### src/sv/bfsam_pkg.sv
// Shared widths, codes and reset values for the breadth-first search block.
`default_nettype none

package bfsam_pkg;

   // Field widths fixed by the interface.
   localparam int VERTEX_W = 6;
   localparam int COUNT_W  = 7;
   localparam int MODE_W   = 2;

   // Default size of the vertex set.
   localparam int DEFAULT_VERTICES = 64;

   // Command codes carried on req_mode.
   localparam logic [MODE_W-1:0] MODE_ADD_EDGE = 2'd0;
   localparam logic [MODE_W-1:0] MODE_CLEAR    = 2'd1;
   localparam logic [MODE_W-1:0] MODE_WALK     = 2'd2;

   // Register interface.
   localparam int CSR_ADDR_W = 3;
   localparam int CSR_DATA_W = 32;
   localparam logic CSR_IDX_VERTEX_COUNT = 1'b0;
   localparam logic [COUNT_W-1:0] VERTEX_COUNT_RESET = 7'd64;

endpackage

`default_nettype wire

### src/sv/bfsam_csr.sv
// Configuration register file holding the vertex count for walks.
`default_nettype none

module bfsam_csr (
   input  wire logic                                 clock,
   input  wire logic                                 reset,
   input  wire logic                                 csr_psel,
   input  wire logic                                 csr_penable,
   input  wire logic                                 csr_pwrite,
   input  wire logic [bfsam_pkg::CSR_ADDR_W-1:0]     csr_paddr,
   input  wire logic [bfsam_pkg::CSR_DATA_W-1:0]     csr_pwdata,
   output logic      [bfsam_pkg::CSR_DATA_W-1:0]     csr_prdata,
   output logic                                      csr_pready,
   output logic      [bfsam_pkg::COUNT_W-1:0]        vertex_count
);

   localparam int CNT_W  = bfsam_pkg::COUNT_W;
   localparam int DATA_W = bfsam_pkg::CSR_DATA_W;

   logic [CNT_W-1:0] vertex_count_ff;
   logic [CNT_W-1:0] vertex_count_in;
   logic             wr_beat;
   logic             sel_count;

   assign wr_beat   = csr_psel & csr_penable & csr_pwrite;
   assign sel_count = (csr_paddr[2] == bfsam_pkg::CSR_IDX_VERTEX_COUNT);

   // Register update on the access phase of a write beat.
   always_comb begin
      vertex_count_in = vertex_count_ff;
      if (wr_beat && sel_count) begin
         vertex_count_in = csr_pwdata[CNT_W-1:0];
      end
   end

   always_ff @(posedge clock) begin
      if (reset) begin
         vertex_count_ff <= bfsam_pkg::VERTEX_COUNT_RESET;
      end else begin
         vertex_count_ff <= vertex_count_in;
      end
   end

   // Read data; unmapped addresses read as zero.
   always_comb begin
      csr_prdata = '0;
      if (sel_count) begin
         csr_prdata = DATA_W'(vertex_count_ff);
      end
   end

   assign csr_pready   = 1'b1;
   assign vertex_count = vertex_count_ff;

endmodule

`default_nettype wire

### config.mk
export PLATFORM = sky130hd
export DESIGN_NAME = bfsam_csr
export DESIGN_NICKNAME = d
export VERILOG_FILES = /design/src/sv/bfsam_pkg.sv /design/src/sv/bfsam_csr.sv
export SDC_FILE = /design/constraint.sdc
export NUM_CORES = 1
export LEC_CHECK = 0
export BUFFER_PORTS_ARGS = -buffer_cell sky130_fd_sc_hd__buf_4
export CAP_MARGIN = 20
export CORE_MARGIN = 1.5
export CORE_UTILIZATION = 30
export DETAILED_ROUTE_END_ITERATION = 12
export PLACE_DENSITY_LB_ADDON = 0.08
export SKIP_CTS_REPAIR_TIMING = 1
export SYNTH_ARGS = -nofsm -noshare
export SYNTH_HDL_FRONTEND = slang
export SYNTH_SLANG_ARGS = --single-unit
### constraint.sdc
create_clock -name clock -period 0.94 [get_ports clock]
set_input_delay 0.188 -clock clock [delete_from_list [all_inputs] [get_ports clock]]
set_output_delay 0.188 -clock clock [all_outputs]
set_load 0.01 [all_outputs]
# [Yosys cells after proc, flatten, opt, wreduce, memory -nomap -nowiden]
# Index checks and enable logic that the tools add are counted.
[classes] n_mux=1 n_bitwise=3 reduce_logical=1
[op_table] op="2-to-1 mux 7 bit" n=1
[op_table] op="bitwise AND 1 bit" n=2
[op_table] op="logical AND 1 bit" n=1
[op_table] op="NOT 1 bit" n=1
[totals] inputBits=40 reg_bits=7 output_inout_bits=40

# [Longest topological paths before layout]
[depth] depth_word=3 mapped_depth=3 ltp_nobuf=2

# [Worst setup path before layout]
# OpenSTA, ideal clock, no wires.
[synth_timing] path_kind="input-to-reg" from="in csr_paddr[2] (netlist bit)" to="reg vertex_count_ff[0] (netlist: vertex_count[0])" t_required_ns=0.868 path_buffers=1 path_slack_ns=0.152 path_stages=3 t_arrival_ns=0.716 setup_time_ns=0.072 cell_sequence="and4b_1 > buf_6 > mux2i_1"
[synth_between] elab_chain_len=2
[synth_lines] item="start, declared" line_no="bfsam_csr.sv:10" rtl="input wire logic [bfsam_pkg::CSR_ADDR_W-1:0] csr_paddr,"
[synth_lines] item="NOT 1 bit" line_no="bfsam_csr.sv:26" rtl="assign sel_count = (csr_paddr[2] == bfsam_pkg::CSR_IDX_VERTEX_COUNT);"
[synth_lines] item="logical AND 1 bit" line_no="bfsam_csr.sv:31" rtl="if (wr_beat && sel_count) begin"
[synth_lines] item="end signal, assigned" line_no="bfsam_csr.sv:38" rtl="vertex_count_ff <= bfsam_pkg::VERTEX_COUNT_RESET;"
[synth_lines] item="end signal, assigned" line_no="bfsam_csr.sv:40" rtl="vertex_count_ff <= vertex_count_in;"
[synth_lines] item="end, declared" line_no="bfsam_csr.sv:20" rtl="logic [CNT_W-1:0] vertex_count_ff;"
# Every way passes these cells.
# A chain may end at the register's enable or synchronous reset.

# [Final worst setup path]
[layout_timing] from="reg vertex_count_ff[2] (netlist: vertex_count[2])" to="out csr_prdata[2] (netlist bit)"
[layout_between] elab_chain_len=1
[layout_lines] item="2-to-1 mux 7 bit" line_no="bfsam_csr.sv:47" rtl="if (sel_count) begin"
[layout_lines] item="end, declared" line_no="bfsam_csr.sv:12" rtl="output logic [bfsam_pkg::CSR_DATA_W-1:0] csr_prdata,"
# Every way passes these cells.

==> flow_summary.json <==
{
  "grt_pass1_wl_um": 1420,
  "grt_use_met1_pct": 11.3,
  "grt.overflow.total": 0,
  "drv_slew": 0,
  "routedWlPerCell_um": 8.42,
  "diodes": 0,
  "fmax_ghz": 0.935,
  "fin_crit_ns": 1.07,
  "grt_pass1_vias": 350,
  "postRouteAntennaNets": 0,
  "cp-start-kind": "register",
  "seqCellArea_um2": 149,
  "p_leak_nw": 0.407,
  "area_growth_pct": 36.8,
  "crit_family": "flip-flops",
  "vias": 428,
  "fin_worst_skew_ns": 0,
  "post-route-util_pct": 44.6,
  "crit_arrival_ns": 0.88,
  "synth_cell_type_count": 10,
  "io_pins": 80,
  "cts_buffer_depth": 2,
  "cts_buffers": 3,
  "largest_reg_flops": 7,
  "placed_cells": 116,
  "met3_usage_pct": 4.23,
  "num-fill-cells": 193,
  "cts_root_buf": "clkbuf_4",
  "max_stage_delay_ns": 0.33,
  "io_buffers": 26,
  "drt_wl_total_um": 1020,
  "worstPathMaxFanout": 3,
  "multi_input_area_um2": 322,
  "synth.ff_latch_count": 7,
  "critPathCaptureType": "primary output",
  "placedInstanceArea_um2": 723,
  "worst-path-buf-inv": 1,
  "cts_max_level": 1,
  "drcViolationCount": 0,
  "die_y_um": 47.0,
  "status": "finished with violations",
  "dieArea_mm2": 0.00221,
  "syn_inst": 66,
  "syn_area_um2": 582,
  "core_area_mm2": 0.00178,
  "yosys_warnings": 0,
  "rows": 15,
  "fin_nets": 137,
  "final_area_um2": 796,
  "crit_path_top_delay_cell": "dfxtp_2",
  "synth.avg_cell_area_um2": 8.82,
  "drive_gt1_share_pct": 49.0,
  "drt_iter0_drc": 3,
  "via_per_inst": 3.54,
  "cp.required_ns": 0.75,
  "grt.busiest_layer": "met2",
  "clk_latency_ns": 0.24,
  "start_util_pct": 32.6,
  "cellPowerDensity_mw_per_mm2": 943,
  "grt_use_total_pct": 9.62,
  "min_path_type": "input port to register",
  "dpl.hpwl_um": 798,
  "gr-usage-met2_pct": 14.0,
  "path_class": "register to primary output",
  "place.gp.congestion": 0.558,
  "cts_tree": "built",
  "ys_seq_area_share_pct": 24.1,
  "violations": "negative setup slack",
  "clk_pin_slew_ns": 0.05,
  "setup_viol": 8,
  "tns_ns": -0.898,
  "dr.pass1.iters": 2,
  "die-width_um": 47.0,
  "cts_sinks": 7,
  "final_cells": 121,
  "maxCapViolations": 0,
  "peakVddDrop_v": 0.000635,
  "period_share_pct": 114,
  "antenna_found_initial": 0,
  "path_cells": "and2b_2 > buf_6",
  "rsz0062_at_grt": "yes",
  "hold_viol": 0,
  "worst_slack_ns": -0.130,
  "grt_max_degree": 15
}
==> worst min-delay path: cells and delay by family <==
family        cells  cell delay, ns
simple gates      1            0.06
mux               1            0.06
buf+inv           1            0.11
==> layout make-up <==
type,instances,area share (%)
clock buffers,4,3.30
multi-input cells,55,40.4
flip-flops and latches,7,18.7
repair buffers,30,33.6
well taps,25,3.93
==> power by group <==
group          total, W  switching [W]  leakage, nW  internal, W
Sequential     0.000310     0.00000484       0.0591     0.000305
Clock          0.000270       0.000108       0.0150     0.000162
Combinational  0.000171      0.0000864        0.333    0.0000843
Total          0.000750       0.000199        0.407     0.000551
==> cells by family (layout without fill, tap and decap cells) <==
family                 Yosys count  count (layout)  share of synthesized area [%]
buffers and inverters           28              34                           36.1
flip-flops                       7               7                           24.1
other                            2              26                           1.29
AND/OR/NAND/NOR                 22              22                           26.5
multiplexers                     7               7                           12.0
==> cells in the mapped netlist <==
cell type | number | area share, %
buf_4 | 26 | 34
nand2b_1 | 12 | 13
and2b_2 | 7 | 11
dfxtp_1 | 7 | 24
mux2i_1 | 7 | 12
conb_1 | 2 | 1.3
nor2_1 | 2 | 1.3
and4b_1 | 1 | 1.7
buf_6 | 1 | 1.9
clkbuf_1 | 1 | 0.64
==> cell usage in the layout, fill, tap and decap left out <==
cell	n
conb_1	26
buf_4	21
nand2b_1	12
buf_6	8
and2b_2	7
mux2i_1	7
dfxtp_2	7
clkbuf_4	3
nor2_1	2
and4b_1	1
clkbuf_1	1
buf_12	1
==> worst paths after layout <==
check	startpoint	end	slack (ns)	cells past startpoint
hold / removal	csr_pwdata[3]	vertex_count[3]$_SDFFE_PP0P_	0.20	3
hold reg to reg	vertex_count[3]$_SDFFE_PP0P_	vertex_count[3]$_SDFFE_PP0P_	0.47	2
setup / recovery	vertex_count[2]$_SDFFE_PP0P_	csr_prdata[2]	-0.13	2
setup reg to reg	vertex_count[6]$_SDFFE_PP1P_	vertex_count[6]$_SDFFE_PP1P_	0.34	2
==> metrics by stage <==
step	worst slack [ns]	hold slack (ns)	power [W]
2_1_floorplan	0.152	0.343	0.000485
3_3_place_gp	-0.0804	0.448	0.000480
3_5_place_dp	-0.0783	0.460	0.000479
4_1_cts	-0.167	0.195	0.000761
5_1_grt	-0.163	0.192	0.000807
6_report	-0.130	0.199	0.000750
==> per-layer routing <==
layer  vias to the layer above  wire [um]
met5                         -          0
met4                         0          0
met3                         0        116
met2                        32        509
met1                       183        393
li1                        213          -
(Power assumes the default switching activity.)
